File: src/rtl/hgp_pkg.sv
`default_nettype none

package hgp_pkg;

  localparam int HUE_W     = 16;
  localparam int CH_W      = 8;
  localparam int POS_W     = 11;
  localparam int PIXEL_W   = 32;
  localparam int CFG_IDX_W = 1;

  // Wheel scale: pos = (hue * WHEEL_MAX + HALF) >> HUE_W
  localparam logic [POS_W-1:0]         WHEEL_MAX = 11'd1530;
  localparam logic [HUE_W+POS_W-1:0]   HALF      = 27'd32768;

  localparam logic [POS_W-1:0] POS_SEC1 = 11'd255;
  localparam logic [POS_W-1:0] POS_SEC2 = 11'd510;
  localparam logic [POS_W-1:0] POS_SEC3 = 11'd765;
  localparam logic [POS_W-1:0] POS_SEC4 = 11'd1020;
  localparam logic [POS_W-1:0] POS_SEC5 = 11'd1275;

  localparam logic [CH_W-1:0] CH_FULL = 8'd255;

  localparam logic [CFG_IDX_W-1:0] REG_SATURATION = 1'd0;
  localparam logic [CFG_IDX_W-1:0] REG_BRIGHTNESS = 1'd1;

  localparam logic [CH_W-1:0] SAT_RESET = 8'd255;
  localparam logic [CH_W-1:0] BRI_RESET = 8'd75;

  typedef struct packed {
    logic [CH_W-1:0] sat;
    logic [CH_W-1:0] bri;
  } cfg_t;

  typedef struct packed {
    logic [CH_W-1:0] red;
    logic [CH_W-1:0] green;
    logic [CH_W-1:0] blue;
  } rgb_t;

endpackage

`default_nettype wire

File: src/rtl/hsv_to_grbw_pixel_top.sv
`default_nettype none

// Hue to GRBW pixel converter. One hue is taken on every clock where start
// is high (busy stays low), and its pixel word is held on out_pixel_word
// with a one-cycle out_valid strobe that ends at a rising edge; the result
// must be captured at that edge. The hue passes through two register stages
// in the wheel (hue scale multiply, then rounding and sector ramp) and two in
// each channel blend (saturation, then brightness). Saturation and brightness
// are written through cfg_we/cfg_index/cfg_data and should only change while
// no transaction is in flight.
module hsv_to_grbw_pixel_top (
  input  wire logic                              clk,
  input  wire logic                              rst_n,
  input  wire logic                              start,
  output logic                                   busy,
  input  wire logic [hgp_pkg::HUE_W-1:0]         in_hue,
  output logic                                   out_valid,
  output logic [hgp_pkg::PIXEL_W-1:0]            out_pixel_word,
  input  wire logic                              cfg_we,
  input  wire logic [hgp_pkg::CFG_IDX_W-1:0]     cfg_index,
  input  wire logic [hgp_pkg::CH_W-1:0]          cfg_data
);

  hgp_pkg::cfg_t cfg_r;
  hgp_pkg::rgb_t wheel_rgb;
  logic          wheel_vld;
  logic          accept;
  logic [2:0]    ch_vld;
  logic [hgp_pkg::CH_W-1:0] red_out;
  logic [hgp_pkg::CH_W-1:0] green_out;
  logic [hgp_pkg::CH_W-1:0] blue_out;

  // The pipeline takes a transaction every cycle.
  assign busy   = 1'b0;
  assign accept = start & ~busy;

  always_ff @(posedge clk) begin
    if (!rst_n) begin
      cfg_r.sat <= hgp_pkg::SAT_RESET;
      cfg_r.bri <= hgp_pkg::BRI_RESET;
    end else if (cfg_we) begin
      unique case (cfg_index)
        hgp_pkg::REG_SATURATION: cfg_r.sat <= cfg_data;
        hgp_pkg::REG_BRIGHTNESS: cfg_r.bri <= cfg_data;
        default: ;
      endcase
    end
  end

  hgp_wheel u_wheel (
    .clk     (clk),
    .rst_n   (rst_n),
    .vld_in  (accept),
    .hue     (in_hue),
    .vld_out (wheel_vld),
    .rgb_out (wheel_rgb)
  );

  hgp_blend u_blend_red (
    .clk     (clk),
    .rst_n   (rst_n),
    .cfg     (cfg_r),
    .vld_in  (wheel_vld),
    .ch_in   (wheel_rgb.red),
    .vld_out (ch_vld[0]),
    .ch_out  (red_out)
  );

  hgp_blend u_blend_green (
    .clk     (clk),
    .rst_n   (rst_n),
    .cfg     (cfg_r),
    .vld_in  (wheel_vld),
    .ch_in   (wheel_rgb.green),
    .vld_out (ch_vld[1]),
    .ch_out  (green_out)
  );

  hgp_blend u_blend_blue (
    .clk     (clk),
    .rst_n   (rst_n),
    .cfg     (cfg_r),
    .vld_in  (wheel_vld),
    .ch_in   (wheel_rgb.blue),
    .vld_out (ch_vld[2]),
    .ch_out  (blue_out)
  );

  assign out_valid      = ch_vld[0];
  assign out_pixel_word = {green_out, red_out, blue_out, {hgp_pkg::CH_W{1'b0}}};

`ifndef SYNTH
  a_latency: assert property (@(posedge clk) disable iff (!rst_n)
    out_valid |-> $past(accept, 4))
    else $error("result strobe without a transaction four cycles earlier");
  a_lanes_aligned: assert property (@(posedge clk) disable iff (!rst_n)
    (ch_vld == 3'b000) || (ch_vld == 3'b111))
    else $error("channel lanes out of step");
`endif

endmodule

`default_nettype wire

File: src/rtl/hgp_wheel.sv
`default_nettype none

module hgp_wheel (
  input  wire logic                     clk,
  input  wire logic                     rst_n,
  input  wire logic                     vld_in,
  input  wire logic [hgp_pkg::HUE_W-1:0] hue,
  output logic                          vld_out,
  output hgp_pkg::rgb_t                 rgb_out
);

  localparam int PROD_W = hgp_pkg::HUE_W + hgp_pkg::POS_W;

  logic              v1_r;
  logic [PROD_W-1:0] prod_r;
  logic [PROD_W-1:0] prod_nxt;
  logic              v2_r;
  hgp_pkg::rgb_t     rgb_r;
  hgp_pkg::rgb_t     rgb_nxt;
  logic [PROD_W-1:0] rounded;
  logic [hgp_pkg::POS_W-1:0] pos;
  logic [hgp_pkg::POS_W-1:0] down;
  logic [hgp_pkg::POS_W-1:0] up;

  assign prod_nxt = PROD_W'(hue) * PROD_W'(hgp_pkg::WHEEL_MAX);
  assign rounded  = prod_r + hgp_pkg::HALF;
  assign pos      = rounded[PROD_W-1:hgp_pkg::HUE_W];

  // Six-sector ramp; the final sector wraps back to pure red.
  always_comb begin
    rgb_nxt = '0;
    up      = '0;
    down    = '0;
    if (pos < hgp_pkg::POS_SEC2) begin
      if (pos < hgp_pkg::POS_SEC1) begin
        rgb_nxt.red   = hgp_pkg::CH_FULL;
        rgb_nxt.green = pos[hgp_pkg::CH_W-1:0];
      end else begin
        down          = hgp_pkg::POS_SEC2 - pos;
        rgb_nxt.red   = down[hgp_pkg::CH_W-1:0];
        rgb_nxt.green = hgp_pkg::CH_FULL;
      end
    end else if (pos < hgp_pkg::POS_SEC4) begin
      if (pos < hgp_pkg::POS_SEC3) begin
        up            = pos - hgp_pkg::POS_SEC2;
        rgb_nxt.green = hgp_pkg::CH_FULL;
        rgb_nxt.blue  = up[hgp_pkg::CH_W-1:0];
      end else begin
        down          = hgp_pkg::POS_SEC4 - pos;
        rgb_nxt.green = down[hgp_pkg::CH_W-1:0];
        rgb_nxt.blue  = hgp_pkg::CH_FULL;
      end
    end else if (pos < hgp_pkg::WHEEL_MAX) begin
      if (pos < hgp_pkg::POS_SEC5) begin
        up           = pos - hgp_pkg::POS_SEC4;
        rgb_nxt.red  = up[hgp_pkg::CH_W-1:0];
        rgb_nxt.blue = hgp_pkg::CH_FULL;
      end else begin
        down         = hgp_pkg::WHEEL_MAX - pos;
        rgb_nxt.red  = hgp_pkg::CH_FULL;
        rgb_nxt.blue = down[hgp_pkg::CH_W-1:0];
      end
    end else begin
      rgb_nxt.red = hgp_pkg::CH_FULL;
    end
  end

  always_ff @(posedge clk) begin
    if (!rst_n) begin
      v1_r <= 1'b0;
      v2_r <= 1'b0;
    end else begin
      v1_r <= vld_in;
      v2_r <= v1_r;
    end
    prod_r <= prod_nxt;
    rgb_r  <= rgb_nxt;
  end

  assign vld_out = v2_r;
  assign rgb_out = rgb_r;

`ifndef SYNTH
  // Every wheel color has one channel at full and one at zero.
  a_one_full: assert property (@(posedge clk) disable iff (!rst_n)
    v2_r |-> (rgb_r.red == hgp_pkg::CH_FULL || rgb_r.green == hgp_pkg::CH_FULL ||
              rgb_r.blue == hgp_pkg::CH_FULL))
    else $error("wheel output lacks a full channel");
  a_one_zero: assert property (@(posedge clk) disable iff (!rst_n)
    v2_r |-> (rgb_r.red == '0 || rgb_r.green == '0 || rgb_r.blue == '0))
    else $error("wheel output lacks a zero channel");
`endif

endmodule

`default_nettype wire

File: src/rtl/hgp_blend.sv
`default_nettype none

module hgp_blend (
  input  wire logic                      clk,
  input  wire logic                      rst_n,
  input  wire hgp_pkg::cfg_t             cfg,
  input  wire logic                      vld_in,
  input  wire logic [hgp_pkg::CH_W-1:0]  ch_in,
  output logic                           vld_out,
  output logic [hgp_pkg::CH_W-1:0]       ch_out
);

  localparam int W  = hgp_pkg::CH_W;
  localparam int PW = 2 * W + 1;

  logic          va_r;
  logic [W-1:0]  mixed_r;
  logic [W-1:0]  mixed_nxt;
  logic          vb_r;
  logic [W-1:0]  ch_r;
  logic [W-1:0]  ch_nxt;
  logic [PW-1:0] sat_prod;
  logic [PW-1:0] bri_prod;
  logic [W:0]    mix_sum;

  // Blend toward white; the sum never exceeds a channel's full scale.
  assign sat_prod  = PW'(ch_in) * (PW'(cfg.sat) + PW'(1));
  assign mix_sum   = sat_prod[PW-1:W] + (W+1)'(hgp_pkg::CH_FULL - cfg.sat);
  assign mixed_nxt = mix_sum[W-1:0];

  assign bri_prod = PW'(mixed_r) * (PW'(cfg.bri) + PW'(1));
  assign ch_nxt   = bri_prod[2*W-1:W];

  always_ff @(posedge clk) begin
    if (!rst_n) begin
      va_r <= 1'b0;
      vb_r <= 1'b0;
    end else begin
      va_r <= vld_in;
      vb_r <= va_r;
    end
    mixed_r <= mixed_nxt;
    ch_r    <= ch_nxt;
  end

  assign vld_out = vb_r;
  assign ch_out  = ch_r;

`ifndef SYNTH
  // Zero saturation with full brightness gives pure full scale.
  a_white_full: assert property (@(posedge clk) disable iff (!rst_n)
    (vb_r && $past(cfg.sat == '0, 2) && $past(cfg.bri == hgp_pkg::CH_FULL, 1))
      |-> (ch_r == hgp_pkg::CH_FULL))
    else $error("white blend at full brightness is not full scale");
  a_vld_follow: assert property (@(posedge clk) disable iff (!rst_n)
    vb_r |-> $past(vld_in, 2))
    else $error("blend valid without a prior input");
`endif

endmodule

`default_nettype wire

File: config.mk
export PLATFORM = sky130hd
export DESIGN_NAME = hsv_to_grbw_pixel_top
export DESIGN_NICKNAME = d
export VERILOG_FILES = /design/src/rtl/hgp_pkg.sv /design/src/rtl/hsv_to_grbw_pixel_top.sv /design/src/rtl/hgp_wheel.sv /design/src/rtl/hgp_blend.sv
export SDC_FILE = /design/constraint.sdc
export NUM_CORES = 1
export LEC_CHECK = 0
export ABC_AREA = 1
export BUFFER_PORTS_ARGS = -buffer_cell sky130_fd_sc_hd__clkbuf_2
export CAP_MARGIN = 20
export CORE_ASPECT_RATIO = 0.8
export CORE_MARGIN = 5
export CORE_UTILIZATION = 55
export CTS_BUF_LIST = sky130_fd_sc_hd__clkbuf_2 sky130_fd_sc_hd__clkbuf_4 sky130_fd_sc_hd__clkbuf_8
export DETAILED_ROUTE_END_ITERATION = 16
export PLACE_DENSITY = 0.72
export SLEW_MARGIN = 10
export SYNTH_ARGS = -nofsm -noshare
export SYNTH_HDL_FRONTEND = slang
export SYNTH_SLANG_ARGS = --single-unit
File: constraint.sdc
create_clock -name clk -period 8.2 [get_ports clk]
set_input_delay 1.23 -clock clk [delete_from_list [all_inputs] [get_ports clk]]
set_output_delay 1.23 -clock clk [all_outputs]
set_load 0.1 [all_outputs]
==> impl_table.tex <==
\begin{tabular}{lr}
\hline
Metric & Value \\
\hline
\multicolumn{2}{l}{\textbf{Status}} \\
\quad Outcome & finished, final reports clean \\
\multicolumn{2}{l}{\textbf{Routing}} \\
\quad Post-DR vias/cell & 5.40 \\
\quad First DRT Iteration DRCs & 1,197 \\
\quad Detailed-routing wirelength on met1 & 22,800 um \\
\quad Sum of routed wire length over all layers & 51,700 um \\
\quad Number of optimization iterations in the first detailed-route pass & 6 \\
\quad WL/cell & 15.8 um \\
\quad Detail Route met3 WL & 3250 um \\
\quad Routed length on met2 & 24,800 um \\
\quad \# DRC & 0 \\
\quad Via Count & 17.6k \\
\quad Post-route ant nets & 0 \\
\quad Highest routed layer & met4 \\
\multicolumn{2}{l}{\textbf{Worst setup path}} \\
\quad Delay of the slowest critical-path stage & 0.78 ns \\
\quad Element type at the critical path start & register \\
\quad RR Startpoint & cfg\_r[8] \\
\quad Endpoint of the most critical register-to-register path & u\_blend\_green.mixed\_r[6] \\
\quad Data arrival time at the worst-slack endpoint & 7.66 ns \\
\quad Crit path capture type & register \\
\quad Critical path data required time & 8.53 ns \\
\quad Category of the most critical setup path & reg -> reg \\
\quad Worst reg-to-reg setup slack & 0.87 ns \\
\quad Max FO, Critical Path & 18 \\
\quad Crit path to & u\_blend\_green.mixed\_r[6] \\
\quad Library cell appearing most often on the critical path & sky130\_fd\_sc\_hd\_\_fa\_1 \\
\quad Number of cells on the worst reg-to-reg path & 25 \\
\quad Slowest cell on crit path & sky130\_fd\_sc\_hd\_\_dfxtp\_1 \\
\quad Source of the critical timing path & cfg\_r[8] \\
\multicolumn{2}{l}{\textbf{Layout}} \\
\quad Number of nets in the finished design & 3,422 \\
\quad Top library cells by usage in the layout, fill and taps aside & sky130\_fd\_sc\_hd\_\_inv\_1, sky130\_fd\_sc\_hd\_\_nand2\_1, sky130\_fd\_sc\_hd\_\_fa\_1 \\
\quad Number of antenna diodes & 0 \\
\quad Area grow syn2layout & 4.32\% \\
\quad Filler cell count in the final layout & 3,533 \\
\quad Leading cell type in the layout, fill and taps excluded & sky130\_fd\_sc\_hd\_\_inv\_1 \\
\quad Layout cells sized above 1 & 4.22\% \\
\multicolumn{2}{l}{\textbf{Clock network}} \\
\quad Setup bufs post-CTS & 0 \\
\quad CTS-repair resized insts & 0 \\
\quad Number of clock sinks & 104 \\
\quad Number of buffers inserted during clock tree synthesis & 9 \\
\quad Number of buffers between clock root and the deepest sink & 2 \\
\quad Latest clock arrival within the worst-skew pair & 0.43 ns \\
\quad Clock transition at the registers of the reported paths & 0.10 ns \\
\quad CTS tree & yes \\
\quad Hold-fix buffer count after cts & 0 \\
\quad H-Tree Depth & 3 \\
\quad Cell at the root of the clock tree & sky130\_fd\_sc\_hd\_\_clkbuf\_8 \\
\multicolumn{2}{l}{\textbf{Floorplanning}} \\
\quad Height of the chip & 186 um \\
\quad Std cell rows & 64 \\
\quad Number of ports placed on the die boundary & 63 \\
\quad Horizontal extent of the die & 230 um \\
\quad Placeable core area & 0.0384 mm\^{}2 \\
\quad Die Area & 0.0429 mm\^{}2 \\
\quad Initial standard-cell utilization of the core & 55.8\% \\
\multicolumn{2}{l}{\textbf{Global route}} \\
\quad Largest net degree at the start of global routing & 23 \\
\quad Number of antenna violations at the first check in global routing & 0 \\
\quad All-Layer GR Usage & 24.6\% \\
\quad Remaining global-route overflow & 0 \\
\quad Global-route wire length before repair & 88,700 um \\
\quad Via count of the first global-routing pass & 18.2k \\
\multicolumn{2}{l}{\textbf{Logic synthesis}} \\
\quad Number of synthesized register bits & 104 \\
\quad Biggest area contributors in the synthesized netlist & sky130\_fd\_sc\_hd\_\_fa\_1, sky130\_fd\_sc\_hd\_\_ha\_1, sky130\_fd\_sc\_hd\_\_inv\_1, sky130\_fd\_sc\_hd\_\_dfxtp\_1, sky130\_fd\_sc\_hd\_\_nand2\_1 \\
\quad Syn Std Cell Area & 0.0214 mm\^{}2 \\
\quad Library cell with the largest summed area after synthesis & sky130\_fd\_sc\_hd\_\_fa\_1 \\
\quad Post-synthesis async set-or-reset flop share & 0\% \\
\quad Synth top area share & 30.1\% \\
\quad Number of synthesized flops with an enable pin & 0 \\
\quad Average cell area after synthesis & 7.81 um\^{}2 \\
\quad Cell variety after synth & 49 \\
\quad Yosys warning total & 0 \\
\quad Dominant synthesized flop cell & sky130\_fd\_sc\_hd\_\_dfxtp\_1 \\
\quad Seq/Total Area, Yosys & 9.74\% \\
\quad Cells after Synth & 2,738 \\
\multicolumn{2}{l}{\textbf{Worst hold path}} \\
\quad Hold/Removal Path Class & reg -> reg \\
\multicolumn{2}{l}{\textbf{Placed design}} \\
\quad Total of buffers placed on input and output ports & 53 \\
\quad Half-perimeter wire length after placement & 43,600 um \\
\quad Weighted congestion reported at the end of routability-driven placement & 0.920 \\
\multicolumn{2}{l}{\textbf{Timing}} \\
\quad Highest clock rate & 137 MHz \\
\quad Min Tclk post-route & 7.33 ns \\
\quad Worst slew slack as a fraction of its limit & 32.6\% \\
\quad Unrepaired setup endpoints after global routing & no \\
\quad Max-slew violation total from the final report & 0 \\
\quad Fin Clk Skew & 0.0194 ns \\
\quad Setup violations, final & 0 \\
\quad Crit share post-route & 89.3\% \\
\quad Hold violation count in the final report & 0 \\
\quad Total negative setup slack & 0 ns \\
\quad Worst slack on hold paths & 0.424 ns \\
\quad Pin slew with the least headroom to its limit & 1.01 ns \\
\multicolumn{2}{l}{\textbf{Job}} \\
\quad Max-cap violation count & 0 \\
\hline
\end{tabular}
## worst max-delay path: cells and delay by family, from the launching register on
family                   cells  cell delay, ns
AND/OR/NAND/NOR              6            0.98
XOR/XNOR                     2            0.32
adder cells (fa/ha/maj)      7            2.95
AO/OA/AOI/OAI                6            1.46
buffers and inverters        4            0.72
flip-flops                   1            0.78
## cell usage after synthesis (5+ instances only)
cell	number
sky130_fd_sc_hd__inv_1	615
sky130_fd_sc_hd__nand2_1	486
sky130_fd_sc_hd__fa_1	322
sky130_fd_sc_hd__nor2_1	311
sky130_fd_sc_hd__ha_1	304
sky130_fd_sc_hd__dfxtp_1	104
sky130_fd_sc_hd__a21oi_1	101
sky130_fd_sc_hd__o21ai_0	83
sky130_fd_sc_hd__xor2_1	81
sky130_fd_sc_hd__nand3_1	72
sky130_fd_sc_hd__xnor2_1	36
sky130_fd_sc_hd__clkbuf_1	32
sky130_fd_sc_hd__nand4_1	22
sky130_fd_sc_hd__o21bai_1	17
sky130_fd_sc_hd__o211ai_1	16
sky130_fd_sc_hd__nor3_1	12
sky130_fd_sc_hd__o21ai_1	11
sky130_fd_sc_hd__a211oi_1	10
sky130_fd_sc_hd__a21o_1	10
sky130_fd_sc_hd__buf_4	10
sky130_fd_sc_hd__nand2_2	10
sky130_fd_sc_hd__inv_2	6
sky130_fd_sc_hd__nand3b_1	6
sky130_fd_sc_hd__buf_1	5
sky130_fd_sc_hd__clkinv_1	5
sky130_fd_sc_hd__nand2_4	5
sky130_fd_sc_hd__nor2_2	5
## area by class of cell
cell class	count	area [um^2]	area share, %
Multi-Input combinational cell	1962	16700	74.9
Clock buffer	11	139	0.623
Clock inverter	4	55.1	0.247
Tap cell	495	619	2.78
Inverter	628	2360	10.6
Sequential cell	104	2080	9.33
Timing Repair Buffer	62	333	1.49
## cell families after synthesis
logic type | synth area share (%)
simple gates | 18.1
compound gates | 7.17
fa+ha+maj | 47.9
xor+xnor | 4.79
buf+inv | 12.2
flops | 9.74
other cells | 0.0175
## how the worst min path moves through the flow
stage | start | to | slack (ns) | depth (start not counted)
global placement | u_wheel.vld_out | u_blend_red.va_r | 0.40 | 2
detailed placement | u_wheel.vld_out | u_blend_red.va_r | 0.40 | 2
CTS | u_wheel.vld_out | u_blend_red.va_r | 0.43 | 2
finish | u_wheel.vld_out | u_blend_red.va_r | 0.42 | 2
floorplan | u_wheel.vld_out | u_blend_red.va_r | 0.39 | 2
global route | u_wheel.vld_out | u_blend_red.va_r | 0.43 | 2
## per-stage QoR
| stage | std cells | util [%] | setup WS (ns) | area (um^2) |
|---|---|---|---|---|
| 3_3_place_gp | 3251 | 57.7 | 1.45 | 22100 |
| 3_5_place_dp | 3251 | 57.7 | 1.09 | 22100 |
| 6_report | 3266 | 58.2 | 0.875 | 22300 |
| 4_1_cts | 3266 | 58.2 | 1.11 | 22300 |
| 2_1_floorplan | 2746 | - | 1.97 | 21400 |
| 5_1_grt | 3266 | 58.2 | 0.532 | 22300 |
## flip-flops by register name, indices dropped and copies added, names as in the netlist
name,count
cfg_r,16
u_blend_blue.ch_out,8
u_blend_blue.mixed_r,8
u_blend_green.ch_out,8
u_blend_green.mixed_r,8
u_blend_red.ch_out,8
u_blend_red.mixed_r,8
u_blend_red.va_r,1
u_blend_red.vld_out,1
u_wheel.prod_r,12
u_wheel.rgb_out,24
u_wheel.v1_r,1
u_wheel.vld_out,1
## routing by layer
layer,vias to the layer above,GRT usage [%]
li1,8395,-
met1,8606,33.6
met2,567,42.0
met3,76,3.69
met4,0,5.17
met5,-,0
Power is left out: the tool's default activity adds up to more than one toggle a clock period on the data nets, which glitch-free logic cannot reach.
